[src/hdl/gts_pkg.sv]
package gts_pkg;

	// Sequencer geometry and field widths.
	localparam int NUM_COILS  = 10;
	localparam int TIME_BITS  = 24;
	localparam int GATE_W     = 11;
	localparam int COIL_W     = 10;
	localparam int GATE_IDX_W = 4;
	localparam int CAPT_W     = 24;
	localparam int SPEED_W    = 24;
	localparam int NUM_W      = 24;

	// Stage 0 is idle, stages 1 to NUM_COILS+1 wait for the matching gate.
	localparam int STAGE_W    = $clog2(NUM_COILS + 2);
	localparam int STEP_CNT_W = $clog2(NUM_W);

	// Stream widths, rounded up to whole bytes.
	localparam int S_DATA_W   = 16;
	localparam int M_DATA_W   = 72;

	localparam logic [NUM_W-1:0] NUM_RESET = NUM_W'(2500000);

	typedef enum logic [0:0] {
		ST_IDLE,
		ST_DIVIDE
	} gts_state_t;

	// Commands from the controller to the datapath.
	typedef struct packed {
		logic accept;
		logic div_start;
		logic div_step;
		logic move;
	} gts_cmd_t;

	// Status from the datapath to the controller.
	typedef struct packed {
		logic need_div;
	} gts_sts_t;

endpackage

[src/hdl/gate_timed_coil_sequencer.sv]
// Coil sequencer timed by light gates. Each input item is one timer tick and
// gives exactly one result item. The block accepts a new tick in every cycle
// as long as results are drained; a result register and an output register
// sit between the two sides. The tick that reaches the final gate with a
// nonzero gap runs the restoring divider, which yields one quotient bit per
// cycle; no further tick is taken until the quotient is complete. The speed
// numerator may be written at any time the block is idle and takes effect
// on the next shot.
module gate_timed_coil_sequencer import gts_pkg::*; (
	input  logic                clk,
	input  logic                arst_n,
	input  logic                s_tvalid,
	output logic                s_tready,
	// [0] ready_sensor, [1] trigger, [12:2] gate_levels, [15:13] zero
	input  logic [S_DATA_W-1:0] s_tdata,
	output logic                m_tvalid,
	input  logic                m_tready,
	// [9:0] coil_drive, [10] capture_valid, [14:11] capture_gate,
	// [38:15] capture_time, [39] shot_done, [63:40] speed,
	// [64] speed_saturated, [71:65] zero
	output logic [M_DATA_W-1:0] m_tdata,
	input  logic                cfg_wr_en,
	input  logic [NUM_W-1:0]    cfg_wr_data
);

	gts_cmd_t              cmd;
	gts_sts_t              sts;
	logic [COIL_W-1:0]     coil_drive;
	logic                  capture_valid;
	logic [GATE_IDX_W-1:0] capture_gate;
	logic [CAPT_W-1:0]     capture_time;
	logic                  shot_done;
	logic [SPEED_W-1:0]    speed;
	logic                  speed_saturated;

	gts_ctrl u_ctrl (
		.clk      (clk),
		.arst_n   (arst_n),
		.s_tvalid (s_tvalid),
		.s_tready (s_tready),
		.m_tvalid (m_tvalid),
		.m_tready (m_tready),
		.sts      (sts),
		.cmd      (cmd)
	);

	gts_dp u_dp (
		.clk             (clk),
		.arst_n          (arst_n),
		.cmd             (cmd),
		.sts             (sts),
		.cfg_wr_en       (cfg_wr_en),
		.cfg_wr_data     (cfg_wr_data),
		.ready_sensor    (s_tdata[0]),
		.trigger         (s_tdata[1]),
		.gate_levels     (s_tdata[12:2]),
		.coil_drive      (coil_drive),
		.capture_valid   (capture_valid),
		.capture_gate    (capture_gate),
		.capture_time    (capture_time),
		.shot_done       (shot_done),
		.speed           (speed),
		.speed_saturated (speed_saturated)
	);

	// Pack the result fields, lowest field first.
	assign m_tdata = {7'b0, speed_saturated, speed, shot_done, capture_time,
		capture_gate, capture_valid, coil_drive};

	// At most one coil is ever driven.
	a_coil_onehot: assert property (@(posedge clk) disable iff (!arst_n)
		m_tvalid |-> $onehot0(coil_drive))
		else $error("more than one coil driven");

	// Saturation only comes with a finished shot and a full-scale speed.
	a_sat_done: assert property (@(posedge clk) disable iff (!arst_n)
		(m_tvalid && speed_saturated) |-> (shot_done && (&speed)))
		else $error("speed saturated outside a finished shot");

	// Without a capture the capture fields are zero and no shot finishes.
	a_no_capture: assert property (@(posedge clk) disable iff (!arst_n)
		(m_tvalid && !capture_valid) |->
		((capture_time == '0) && (capture_gate == '0) && !shot_done))
		else $error("capture fields set without a capture");

	// Speed is reported only with a finished shot.
	a_speed_done: assert property (@(posedge clk) disable iff (!arst_n)
		(m_tvalid && (speed != '0)) |-> shot_done)
		else $error("speed reported without a finished shot");

endmodule

[src/hdl/gts_div.sv]
module gts_div import gts_pkg::*; (
	input  logic                 clk,
	input  logic                 start,
	input  logic                 step,
	input  logic [NUM_W-1:0]     numer,
	input  logic [TIME_BITS-1:0] denom,
	output logic [NUM_W-1:0]     quotient
);

	logic [TIME_BITS-1:0] rem_q;
	logic [TIME_BITS-1:0] den_q;
	logic [NUM_W-1:0]     nq_q;
	logic [TIME_BITS:0]   trial;
	logic [TIME_BITS:0]   diff;
	logic                 ge;

	// One restoring step: bring down the next numerator bit and try the subtract.
	always_comb begin
		trial = {rem_q, nq_q[NUM_W-1]};
		diff  = trial - {1'b0, den_q};
		ge    = (trial >= {1'b0, den_q});
	end

	// The numerator shifts out at the top while quotient bits shift in below.
	always_ff @(posedge clk) begin
		if (start) begin
			rem_q <= '0;
			den_q <= denom;
			nq_q  <= numer;
		end else if (step) begin
			rem_q <= ge ? diff[TIME_BITS-1:0] : trial[TIME_BITS-1:0];
			nq_q  <= {nq_q[NUM_W-2:0], ge};
		end
	end

	assign quotient = nq_q;

endmodule

[src/hdl/gts_dp.sv]
module gts_dp import gts_pkg::*; (
	input  logic                  clk,
	input  logic                  arst_n,
	input  gts_cmd_t              cmd,
	output gts_sts_t              sts,
	input  logic                  cfg_wr_en,
	input  logic [NUM_W-1:0]      cfg_wr_data,
	input  logic                  ready_sensor,
	input  logic                  trigger,
	input  logic [GATE_W-1:0]     gate_levels,
	output logic [COIL_W-1:0]     coil_drive,
	output logic                  capture_valid,
	output logic [GATE_IDX_W-1:0] capture_gate,
	output logic [CAPT_W-1:0]     capture_time,
	output logic                  shot_done,
	output logic [SPEED_W-1:0]    speed,
	output logic                  speed_saturated
);

	logic [NUM_W-1:0]      numer_q;
	logic [STAGE_W-1:0]    stage_q;
	logic [TIME_BITS-1:0]  tick_q;
	logic [TIME_BITS-1:0]  prev_q;

	logic [STAGE_W-1:0]    stage_n;
	logic [TIME_BITS-1:0]  tick_n;
	logic [TIME_BITS-1:0]  prev_n;
	logic [TIME_BITS-1:0]  tick_inc;
	logic [TIME_BITS-1:0]  gap;
	logic [STAGE_W-1:0]    gate_idx;
	logic [GATE_W-1:0]     gate_sh;
	logic                  hit;
	logic                  final_gate;
	logic [COIL_W-1:0]     coil_n;
	logic [NUM_W-1:0]      quo;

	logic [COIL_W-1:0]     res_coil_s1;
	logic                  res_cv_s1;
	logic [GATE_IDX_W-1:0] res_cg_s1;
	logic [CAPT_W-1:0]     res_ct_s1;
	logic                  res_done_s1;
	logic [SPEED_W-1:0]    res_speed_s1;
	logic                  res_sat_s1;
	logic                  res_div_s1;

	// Next sequencer state for the item on the input.
	always_comb begin
		stage_n    = stage_q;
		tick_n     = tick_q;
		prev_n     = prev_q;
		hit        = 1'b0;
		final_gate = 1'b0;
		tick_inc   = (&tick_q) ? tick_q : tick_q + 1'b1;
		gate_idx   = stage_q - 1'b1;
		gate_sh    = gate_levels >> gate_idx;
		gap        = tick_inc - prev_q;
		if (stage_q == '0) begin
			if (ready_sensor && trigger) begin
				stage_n = STAGE_W'(1);
				tick_n  = '0;
				prev_n  = '0;
			end
		end else begin
			tick_n = tick_inc;
			hit    = gate_sh[0];
			if (hit) begin
				prev_n = tick_inc;
				if (stage_q >= STAGE_W'(NUM_COILS + 1)) begin
					final_gate = 1'b1;
					stage_n    = '0;
				end else begin
					stage_n = stage_q + 1'b1;
				end
			end
		end
	end

	// One-hot coil enables for the stage after this item, all clear when idle or awaiting the final gate.
	always_comb begin
		for (int i = 0; i < COIL_W; i++) begin
			coil_n[i] = (i < NUM_COILS) && (stage_n == STAGE_W'(i + 1));
		end
	end

	// A final gate with a nonzero gap needs the divider.
	assign sts.need_div = final_gate && (gap != '0);

	// Configuration and sequencer state.
	always_ff @(posedge clk or negedge arst_n) begin
		if (!arst_n) begin
			numer_q <= NUM_RESET;
			stage_q <= '0;
			tick_q  <= '0;
			prev_q  <= '0;
		end else begin
			if (cfg_wr_en) begin
				numer_q <= cfg_wr_data;
			end
			if (cmd.accept) begin
				stage_q <= stage_n;
				tick_q  <= tick_n;
				prev_q  <= prev_n;
			end
		end
	end

	gts_div u_div (
		.clk      (clk),
		.start    (cmd.div_start),
		.step     (cmd.div_step),
		.numer    (numer_q),
		.denom    (gap),
		.quotient (quo)
	);

	// Result stage: filled when an item is taken, speed left to the divider if needed.
	always_ff @(posedge clk) begin
		if (cmd.accept) begin
			res_coil_s1  <= coil_n;
			res_cv_s1    <= hit;
			res_cg_s1    <= hit ? GATE_IDX_W'(gate_idx) : '0;
			res_ct_s1    <= hit ? CAPT_W'(tick_inc) : '0;
			res_done_s1  <= final_gate;
			res_speed_s1 <= (final_gate && (gap == '0)) ? '1 : '0;
			res_sat_s1   <= final_gate && (gap == '0);
			res_div_s1   <= sts.need_div;
		end
	end

	// Output register, loaded from the result stage.
	always_ff @(posedge clk) begin
		if (cmd.move) begin
			coil_drive      <= res_coil_s1;
			capture_valid   <= res_cv_s1;
			capture_gate    <= res_cg_s1;
			capture_time    <= res_ct_s1;
			shot_done       <= res_done_s1;
			speed           <= res_div_s1 ? SPEED_W'(quo) : res_speed_s1;
			speed_saturated <= res_sat_s1;
		end
	end

endmodule

[src/hdl/gts_ctrl.sv]
module gts_ctrl import gts_pkg::*; (
	input  logic     clk,
	input  logic     arst_n,
	input  logic     s_tvalid,
	output logic     s_tready,
	output logic     m_tvalid,
	input  logic     m_tready,
	input  gts_sts_t sts,
	output gts_cmd_t cmd
);

	gts_state_t            state_q;
	gts_state_t            state_n;
	logic [STEP_CNT_W-1:0] cnt_q;
	logic                  res_vld_q;
	logic                  out_vld_q;
	logic                  move;
	logic                  accept;
	logic                  div_step;
	logic                  div_done;

	// State register.
	always_ff @(posedge clk or negedge arst_n) begin
		if (!arst_n) begin
			state_q <= ST_IDLE;
		end else begin
			state_q <= state_n;
		end
	end

	// Next state and commands.
	always_comb begin
		move     = res_vld_q && (!out_vld_q || m_tready);
		state_n  = state_q;
		s_tready = 1'b0;
		div_step = 1'b0;
		div_done = 1'b0;
		unique case (state_q)
			ST_IDLE: begin
				s_tready = !res_vld_q || move;
				if (s_tvalid && s_tready && sts.need_div) begin
					state_n = ST_DIVIDE;
				end
			end
			ST_DIVIDE: begin
				div_step = 1'b1;
				if (cnt_q == STEP_CNT_W'(NUM_W - 1)) begin
					div_done = 1'b1;
					state_n  = ST_IDLE;
				end
			end
			default: begin
				state_n = ST_IDLE;
			end
		endcase
		accept        = s_tvalid && s_tready;
		cmd.accept    = accept;
		cmd.div_start = accept && sts.need_div;
		cmd.div_step  = div_step;
		cmd.move      = move;
	end

	// Step counter and the occupancy of the result and output registers.
	always_ff @(posedge clk or negedge arst_n) begin
		if (!arst_n) begin
			cnt_q     <= '0;
			res_vld_q <= 1'b0;
			out_vld_q <= 1'b0;
		end else begin
			if (cmd.div_start) begin
				cnt_q <= '0;
			end else if (div_step) begin
				cnt_q <= cnt_q + 1'b1;
			end
			if (accept) begin
				res_vld_q <= !sts.need_div;
			end else if (div_done) begin
				res_vld_q <= 1'b1;
			end else if (move) begin
				res_vld_q <= 1'b0;
			end
			if (move) begin
				out_vld_q <= 1'b1;
			end else if (m_tready) begin
				out_vld_q <= 1'b0;
			end
		end
	end

	assign m_tvalid = out_vld_q;

endmodule

[config.mk]
export PLATFORM = sky130hd
export DESIGN_NAME = gate_timed_coil_sequencer
export DESIGN_NICKNAME = d
export VERILOG_FILES = /design/src/hdl/gts_pkg.sv /design/src/hdl/gate_timed_coil_sequencer.sv /design/src/hdl/gts_div.sv /design/src/hdl/gts_dp.sv /design/src/hdl/gts_ctrl.sv
export SDC_FILE = /design/constraint.sdc
export NUM_CORES = 1
export LEC_CHECK = 0
export ABC_AREA = 1
export BUFFER_PORTS_ARGS = -buffer_cell sky130_fd_sc_hd__buf_2
export CORE_AREA = 5 5 160 192
export DETAILED_ROUTE_END_ITERATION = 7
export DIE_AREA = 0 0 165 197
export PLACE_DENSITY_LB_ADDON = 0.15
export SKIP_LAST_GASP = 1
export SLEW_MARGIN = 20
export SYNTH_ARGS = -nofsm -noshare
export SYNTH_HDL_FRONTEND = slang
export SYNTH_SLANG_ARGS = --single-unit
[constraint.sdc]
create_clock -name clk -period 5.8 [get_ports clk]
set_clock_uncertainty 0.05 [all_clocks]
set_input_delay 0 -clock clk [delete_from_list [all_inputs] [get_ports clk]]
set_output_delay 0 -clock clk [all_outputs]
set_load 0.02 [all_outputs]
==> results of run 1 <==
synth_stat cells, drive strengths merged, types with 8 or more instances:
master | number | share of area (%)
nand2 | 515 | 14
inv | 213 | 5.7
edfxtp | 155 | 33
nor2 | 125 | 3.5
o21ai | 86 | 3.1
nand3 | 78 | 3.0
dfrtp | 76 | 14
a21oi | 70 | 2.5
ha | 51 | 4.5
nand4 | 38 | 1.7
buf | 28 | 1.4
clkbuf | 28 | 0.75
xnor2 | 25 | 1.6
dfxtp | 24 | 3.4
mux2 | 24 | 1.9
xor2 | 22 | 1.4
nor3 | 15 | 0.60
nand3b | 9 | 0.48
o211ai | 9 | 0.52
dfstp | 8 | 1.5
cell families after synthesis:
kind of cell	Yosys count	share of synthesized area, %
and+or+nand+nor	793	23.9
other	1	0.0266
muxes	24	1.92
buffers and inverters	270	7.90
adders and majority gates	53	4.82
DFF	263	51.5
AOI/OAI and AO/OA	181	6.98
xor gates and xnor gates	47	2.93
worst max-delay path, stage by stage (launching register included):
cell,delay (ns)
dfrtp_1,0.40
ha_1,0.20
inv_1,0.07
nor2_4,0.18
nand3_4,0.12
nor3_2,0.14
nand2_2,0.17
xor2_1,0.18
inv_1,0.12
ha_1,0.16
inv_1,0.10
fa_1,0.45
nand3_1,0.13
nand3_2,0.11
nand2_1,0.10
nand2_1,0.11
nand2_1,0.08
nand3_1,0.13
xnor2_1,0.30
nand3_1,0.13
nor2_2,0.17
nand3_4,0.32
nand3_2,0.22
buf_4,0.38
o21ai_1,0.12
per-layer routing:
| metal | part of all wire (%) | GRT usage, % | vias to the layer above |
|---|---|---|---|
| met1 | 42 | 25.9 | 5095 |
| met4 | 2.6 | 5.67 | 0 |
| met3 | 3.9 | 2.41 | 57 |
| met5 | 0 | 0 | - |
| li1 | - | - | 5565 |
| met2 | 52 | 37.2 | 212 |
metrics by stage:
| stage | util (%) | cells | cell area [um^2] |
|---|---|---|---|
| after floorplan | - | 1638 | 14100 |
| after global placement | 52.1 | 2086 | 14900 |
| after detailed placement | 52.1 | 2086 | 14900 |
| after CTS | 56.7 | 2171 | 16200 |
| after global routing | 56.7 | 2171 | 16200 |
| final | 56.7 | 2171 | 16200 |
placed cells by master, fill, tap and decap left out, types with 22 or more instances in the layout:
| master | n |
|---|---|
| nand2_1 | 496 |
| inv_1 | 195 |
| edfxtp_1 | 155 |
| nor2_1 | 118 |
| buf_2 | 107 |
| o21ai_0 | 84 |
| dfrtp_1 | 76 |
| nand3_1 | 74 |
| a21oi_1 | 67 |
| ha_1 | 51 |
| nand4_1 | 38 |
| dlygate4sd3_1 | 32 |
| clkbuf_16 | 28 |
| xnor2_1 | 25 |
| mux2_2 | 24 |
| dfxtp_1 | 24 |
| xor2_1 | 22 |
power by group through the flow:
stage          Combinational (W)  Clock (W)  Sequential [W]
4_1_cts                  0.00374    0.00187         0.00300
2_1_floorplan            0.00261          0         0.00316
6_report                 0.00369    0.00182         0.00300
3_3_place_gp             0.00364          0         0.00303
5_1_grt                  0.00423    0.00195         0.00305
3_5_place_dp             0.00370          0         0.00303
repair_timing:
action                    4_1_cts  5_1_grt
gates resized for setup         0        0
hold buffers                   33        0
hold endpoints to repair       58        0
registers in the layout (all words and copies together), names as in the netlist, 5 cells and up:
| signal | count |
|---|---|
| u_dp.u_div.quotient | 24 |
| u_dp.res_coil_s1 | 10 |
| u_dp.res_ct_s1 | 24 |
| u_dp.tick_q | 24 |
| u_dp.coil_drive | 10 |
| u_dp.u_div.den_q | 24 |
| u_dp.speed | 24 |
| u_dp.prev_q | 24 |
| u_dp.numer_q | 24 |
| u_dp.capture_time | 24 |
| u_dp.u_div.rem_q | 24 |
| u_ctrl.cnt_q | 5 |
worst paths after layout:
kind / startpoint / endpoint / slack [ns] / cells past startpoint
max: u_dp.tick_q[1] / u_ctrl.state_q / 0.99 / 24
min: cfg_wr_en / u_dp.numer_q[10] / 0.02 / 2
max reg2reg: u_dp.tick_q[1] / u_ctrl.state_q / 0.99 / 24
min reg2reg: u_dp.res_ct_s1[15] / u_dp.capture_time[15] / 0.37 / 0
max in group asynchronous: arst_n / u_dp.numer_q[19] / 4.87 / 3
min in group asynchronous: arst_n / u_dp.stage_q[3] / 0.06 / 3
final cells by class:
class	instances	area (um^2)	area share, %
flip-flops and latches	263	7250	44.7
multi-input cells	1105	5750	35.5
well taps	385	482	2.97
clock buffers	30	708	4.37
clock inverters	22	248	1.53
repair buffers	152	966	5.96
inverters	214	803	4.96
==> flow_summary.ini, run 1 <==
[logic_synthesis]
postSynthCellCount = 1632
ys_seq_elements = 263
syn_area_per_cell_um2 = 8.62
synth-edff-count = 155
yosysSeqAreaShare_pct = 51.5
ys_types = 51
ys.flop_type = edfxtp_1
async_flop_share_pct = 31.9
synth_area_um2 = 14100
yosysWarningCount = 0

[cells_and_area]
num-fill-cells = 2634
area_growth_pct = 15.2
antenna_cells = 0
layout.nets = 1862
drive_above_1_share_pct = 14.4

[setup_path]
path_max_fanout = 30
worstPathArrival_ns = 5.18
crit_type = reg -> reg
crit_required_ns = 6.17
worst_setup_path_start_kind = flip-flop
endpoint_kind = flip-flop

[sta]
setup_tns_ns = 0
slew_headroom_pct = 41.5
timing.final.crit_share_pct = 83.0
fmax_ghz = 0.208
final-setup-viol-count = 0
rsz0062_at_grt = no
slew_violations = 0
worst_pin_slew_ns = 0.878
hold_viol = 0
setup_ws_ns = 0.988
timing.hold.ws_ns = 0.0208
layout_min_cycle_time_ns = 4.81

[power_and_ir_drop]
p_per_area_nw_per_um2 = 526
intPower_w = 0.00493
power_w = 0.00852
max-vdd-ir-drop_v = 0.000503
pwr-share-clk_pct = 21.4
p_leak_nw = 7.71
comb_power_share_pct = 43.4
switching_share_pct = 42.1
seqPwrFrac_pct = 35.2
switchingPower_w = 0.00359

[routing]
drt_wl_total_um = 33300
drtIter0Drc = 640
vias_per_cell = 5.03
via_count = 10929
route.antenna.remaining_nets = 0
drc = 0
first_pass_iters = 5
avgRoutedWirePerCell_um = 15.4

[floorplan]
ios = 119
rows = 68
initial_core_util_pct = 49.2
die_h_um = 197
die_x_um = 165
die_area_um2 = 32500
core_area_um2 = 28600

[global_routing]
grt_max_degree = 72
antenna_found_initial = 0
grt_use_total_pct = 20.6
overflow = 0
grt_pass1_vias = 10679
grt_pass1_wl_um = 54200

[placement]
place_congestion = 0.921
place_ws_ns = 0.947
hpwlAfterDp_um = 24200
portBuffers = 108

[clock_tree]
tritoncts = built
htreeDepth = 1
clock-sinks = 263
cts_setup_buffers = 0
clock_latency_ns = 0.56
clock_path_buffers = 3
path_clk_slew_ns = 0.07
cts_made_buffers = 28
root_buffer = clkbuf_16

[job]
drv_cap = 0

[hold_path]
min_path_type = in -> reg

[outcome]
status = completed
(Power assumes the default switching activity.)
==> run 2: changes to the inputs <==
clock period = 4.05 ns   (was 5.8 ns; I/O delays follow)
==> flow_summary.ini, run 2 (synthesis gave the netlist of run 1 again) <==
[outcome]
status = completed

[power_and_ir_drop]
p_leak_nw = 8.30
p_per_area_nw_per_um2 = 759
max-vdd-ir-drop_v = 0.000477

[routing]
wl_met2_um = 18100
drc = 0
drtIter0Drc = 659
drt_wl_total_um = 35100
top_layer = met4
routed-wl-met3_um = 1340
first_pass_iters = 5
vias_per_cell = 4.98
route.antenna.remaining_nets = 0
met1_length_um = 14500
avgRoutedWirePerCell_um = 15.6
via_count = 11209

[placement]
dp_cells = 2149
hpwlAfterDp_um = 25100
place_congestion = 0.937
place_ws_ns = -0.0291
portBuffers = 108

[sta]
final-setup-viol-count = 0
fmax_ghz = 0.255
slew_headroom_pct = 41.9
timing.hold.ws_ns = 0.0179
timing.final.crit_share_pct = 96.8
rsz0062_at_grt = yes
hold_viol = 0
setup_ws_ns = 0.129
worst_pin_slew_ns = 0.872
slew_violations = 0
layout_min_cycle_time_ns = 3.92

[setup_path]
r2r_slack_ns = 0.13
cpPeakStageDelay_ns = 0.38
endpoint_kind = flip-flop
worst_setup_path_start_kind = flip-flop
slowest_stage = fa_2
path_max_fanout = 24
timing.critical_path.mode_cell = nand2_2
worstPathArrival_ns = 4.19
crit_type = reg -> reg
crit_required_ns = 4.32

[clock_tree]
clock_path_buffers = 3
tritoncts = built
htreeDepth = 1
path_clk_slew_ns = 0.06
clock_latency_ns = 0.57
clock-sinks = 263
cts_made_buffers = 29
root_buffer = clkbuf_16

[floorplan]
die_x_um = 165
initial_core_util_pct = 49.2
die_h_um = 197
rows = 68
die_area_um2 = 32500
ios = 119
core_area_um2 = 28600

[cells_and_area]
multi_input_area_um2 = 6200
final_cell_mix = nand2_1, inv_1, edfxtp_1
layout_commonest_cell = nand2_1
area_growth_pct = 24.5
drive_above_1_share_pct = 23.1
layout.nets = 1943
seq_area_um2 = 7250
num-fill-cells = 2517
final_cells = 2253
final_util_pct = 61.3
antenna_cells = 0

[global_routing]
grt_use_total_pct = 20.9
grt_pass1_vias = 10965
grt_max_degree = 72
grt_pass1_wl_um = 55100
overflow = 0
antenna_found_initial = 0

[job]
drv_cap = 0

[hold_path]
min_path_type = in -> reg
==> run 2: cell types whose count changed in the layout (fill, tap and decap cells not counted), sizes merged <==
cell | before | now
buf | 120 | 197
bufinv | 3 | 8
clkbuf | 30 | 33
clkinv | 10 | 8
clkinvlp | 3 | 7
inv | 220 | 215
==> run 2: cell type report <==
| type | instances | area share (%) |
|---|---|---|
| flip-flops and latches | 263 | 41.4 |
| multi-input cells | 1105 | 35.4 |
| repair buffers | 232 | 9.71 |
| inverters | 214 | 4.61 |
| clock buffers | 30 | 4.16 |
| well taps | 385 | 2.75 |
| clock inverters | 24 | 2.01 |
==> run 2: critical path, delay by kind of cell (launching register included) <==
kind / cells / cell delay, ns
xor gates and xnor gates: 1 / 0.16
adders and majority gates: 3 / 0.75
buffers and inverters: 6 / 0.61
DFF: 1 / 0.37
and+or+nand+nor: 17 / 1.73
==> run 2: layer usage <==
layer / track usage, % / vias up
li1: - / 5750
met1: 26.2 / 5191
met2: 37.5 / 200
met3: 2.55 / 68
met4: 6.56 / 0
met5: 0 / -
==> run 2: worst paths after layout <==
| path | startpoint | end | depth (start not counted) |
|---|---|---|---|
| min reg2reg | u_dp.res_ct_s1[19] | u_dp.capture_time[19] | 0 |
| max | u_dp.tick_q[0] | u_dp.u_div.den_q[15] | 27 |
| max reg2reg | u_dp.tick_q[0] | u_dp.u_div.den_q[15] | 27 |
| max in group asynchronous | arst_n | u_dp.numer_q[23] | 4 |
| min in group asynchronous | arst_n | u_dp.stage_q[3] | 4 |
| min | cfg_wr_en | u_dp.numer_q[9] | 2 |
==> run 2: power by group <==
group	switching [W]	total (W)	internal (W)
registers	0.000369	0.00430	0.00394
clock network	0.00113	0.00296	0.00183
logic	0.00399	0.00604	0.00205
==> run 2: what timing repair did <==
action,in CTS,in global routing
endpoints found under the hold margin,72,0
endpoints found under the setup margin,89,105
cloned,0,3
pin swaps,2,28
resized for setup,8,109
hold buffers,33,0
buffers inserted,2,12
==> run 2: through the flow <==
step / setup TNS [ns] / total power, W / area, um^2
global placement: 0 / 0.00975 / 15400
finish: 0 / 0.0133 / 17500
CTS: 0 / 0.0129 / 16900
detailed placement: -0.316 / 0.00984 / 15400
floorplan: 0 / 0.00826 / 14100
global route: -4.95 / 0.0143 / 17500
==> run 3: changes to the inputs <==
clock period = 3.36 ns   (was 4.05 ns; I/O delays follow)
==> flow_summary.ini, run 3 (synthesis gave the netlist of run 1 again) <==
[outcome]
status = finished, violations left
violations = negative setup slack

[cells_and_area]
final_cells = 2349
final_cell_mix = nand2_1, inv_1, buf_4
antenna_cells = 0
area_growth_pct = 30.4
layout.nets = 2040
num-fill-cells = 2422
drive_above_1_share_pct = 28.6
multi_input_area_um2 = 6450
seq_area_um2 = 7250
layout_commonest_cell = nand2_1

[clock_tree]
root_buffer = clkbuf_16
clock_path_buffers = 3
tritoncts = built
cts_made_buffers = 28
htreeDepth = 1
clock_latency_ns = 0.56
clock-sinks = 263
path_clk_slew_ns = 0.06

[global_routing]
grt_use_total_pct = 22.0
grt_pass1_wl_um = 58100
grt_max_degree = 72
grt_pass1_vias = 11478
overflow = 0
antenna_found_initial = 0

[setup_path]
worstPathArrival_ns = 4.13
path_max_fanout = 9
crit_type = reg -> reg
cpPeakStageDelay_ns = 0.36
path_buf_inv = 6
crit_required_ns = 3.63
timing.critical_path.mode_cell = nand2_1
worst_setup_path_start_kind = flip-flop
slowest_stage = dfrtp_1
endpoint_kind = flip-flop
cpLargestDelayFamily = simple AND/OR/NAND/NOR gates

[floorplan]
die_h_um = 197
die_area_um2 = 32500
ios = 119
die_x_um = 165
initial_core_util_pct = 49.2
core_area_um2 = 28600
rows = 68

[routing]
avgRoutedWirePerCell_um = 15.3
route.antenna.remaining_nets = 0
drt_wl_total_um = 35900
drc = 0
vias_per_cell = 4.97
via_count = 11670
first_pass_iters = 5
drtIter0Drc = 673

[sta]
slew_headroom_pct = 43.0
slew_violations = 0
worst_pin_slew_ns = 0.856
timing.hold.ws_ns = 0.0254
setup_tns_ns = -46.43
timing.final.crit_share_pct = 115
rsz0062_at_grt = yes
hold_viol = 0
layout_min_cycle_time_ns = 3.86
fmax_ghz = 0.259
setup_ws_ns = -0.505
final-setup-viol-count = 105

[placement]
dp_cells = 2241
place_congestion = 0.929
hpwlAfterDp_um = 25800
portBuffers = 108

[power_and_ir_drop]
p_leak_nw = 8.78
power_w = 0.0166
max-vdd-ir-drop_v = 0.000620
p_per_area_nw_per_um2 = 904

[hold_path]
min_path_type = in -> reg

[job]
drv_cap = 0
## run 3: through the flow
| stage | cell area [um^2] | setup WS [ns] | utilization [%] |
|---|---|---|---|
| floorplan | 14200 | -0.643 | - |
| global placement | 16200 | -0.624 | 56.6 |
| detailed placement | 16200 | -0.644 | 56.6 |
| CTS | 17800 | -0.512 | 62.4 |
| global route | 18300 | -0.711 | 64.2 |
| finish | 18300 | -0.505 | 64.2 |
## run 3: power breakdown
group / leakage [nW] / internal [W] / switching, W
Clock: 0.456 / 0.00187 / 0.00128
Combinational: 5.57 / 0.00318 / 0.00511
Sequential: 2.75 / 0.00475 / 0.000394
## run 3: what timing repair did
| action | in CTS | in global routing |
|---|---|---|
| pin swaps | 24 | 48 |
| resized for setup | 44 | 104 |
| hold buffers | 33 | 0 |
| hold endpoints to repair | 72 | 0 |
| gates cloned | 3 | 0 |
| setup endpoints to repair | 108 | 113 |
| setup buffers | 9 | 12 |
## run 3: worst paths after layout
path	endpoint	slack, ns	cells past startpoint	startpoint
worst max-delay path	u_dp.u_div.quotient[12]	-0.50	25	u_dp.tick_q[0]
worst min-delay path	u_dp.numer_q[10]	0.03	2	cfg_wr_en
worst max register to register	u_dp.u_div.quotient[12]	-0.50	25	u_dp.tick_q[0]
worst min register to register	u_dp.capture_time[19]	0.37	0	u_dp.res_ct_s1[19]
max in group asynchronous	u_ctrl.cnt_q[4]	2.18	4	arst_n
min in group asynchronous	u_dp.stage_q[0]	0.50	4	arst_n
## run 3: cell type report
cell class | count | area share [%]
sequential | 263 | 39.5
multi-input combinational | 1107 | 35.2
timing repair buffer | 328 | 13.1
inverter | 214 | 4.40
clock buffer | 33 | 3.98
tap | 385 | 2.63
clock inverter | 19 | 1.27
## run 3: metal layers
layer	part of all wire [%]	track usage, %	up-vias	wire (um)
met5	0	0	-	0
met4	2.6	5.73	0	939
met3	3.1	2.20	61	1100
met2	53	39.9	190	18900
met1	42	27.9	5481	15000
li1	-	-	5938	-
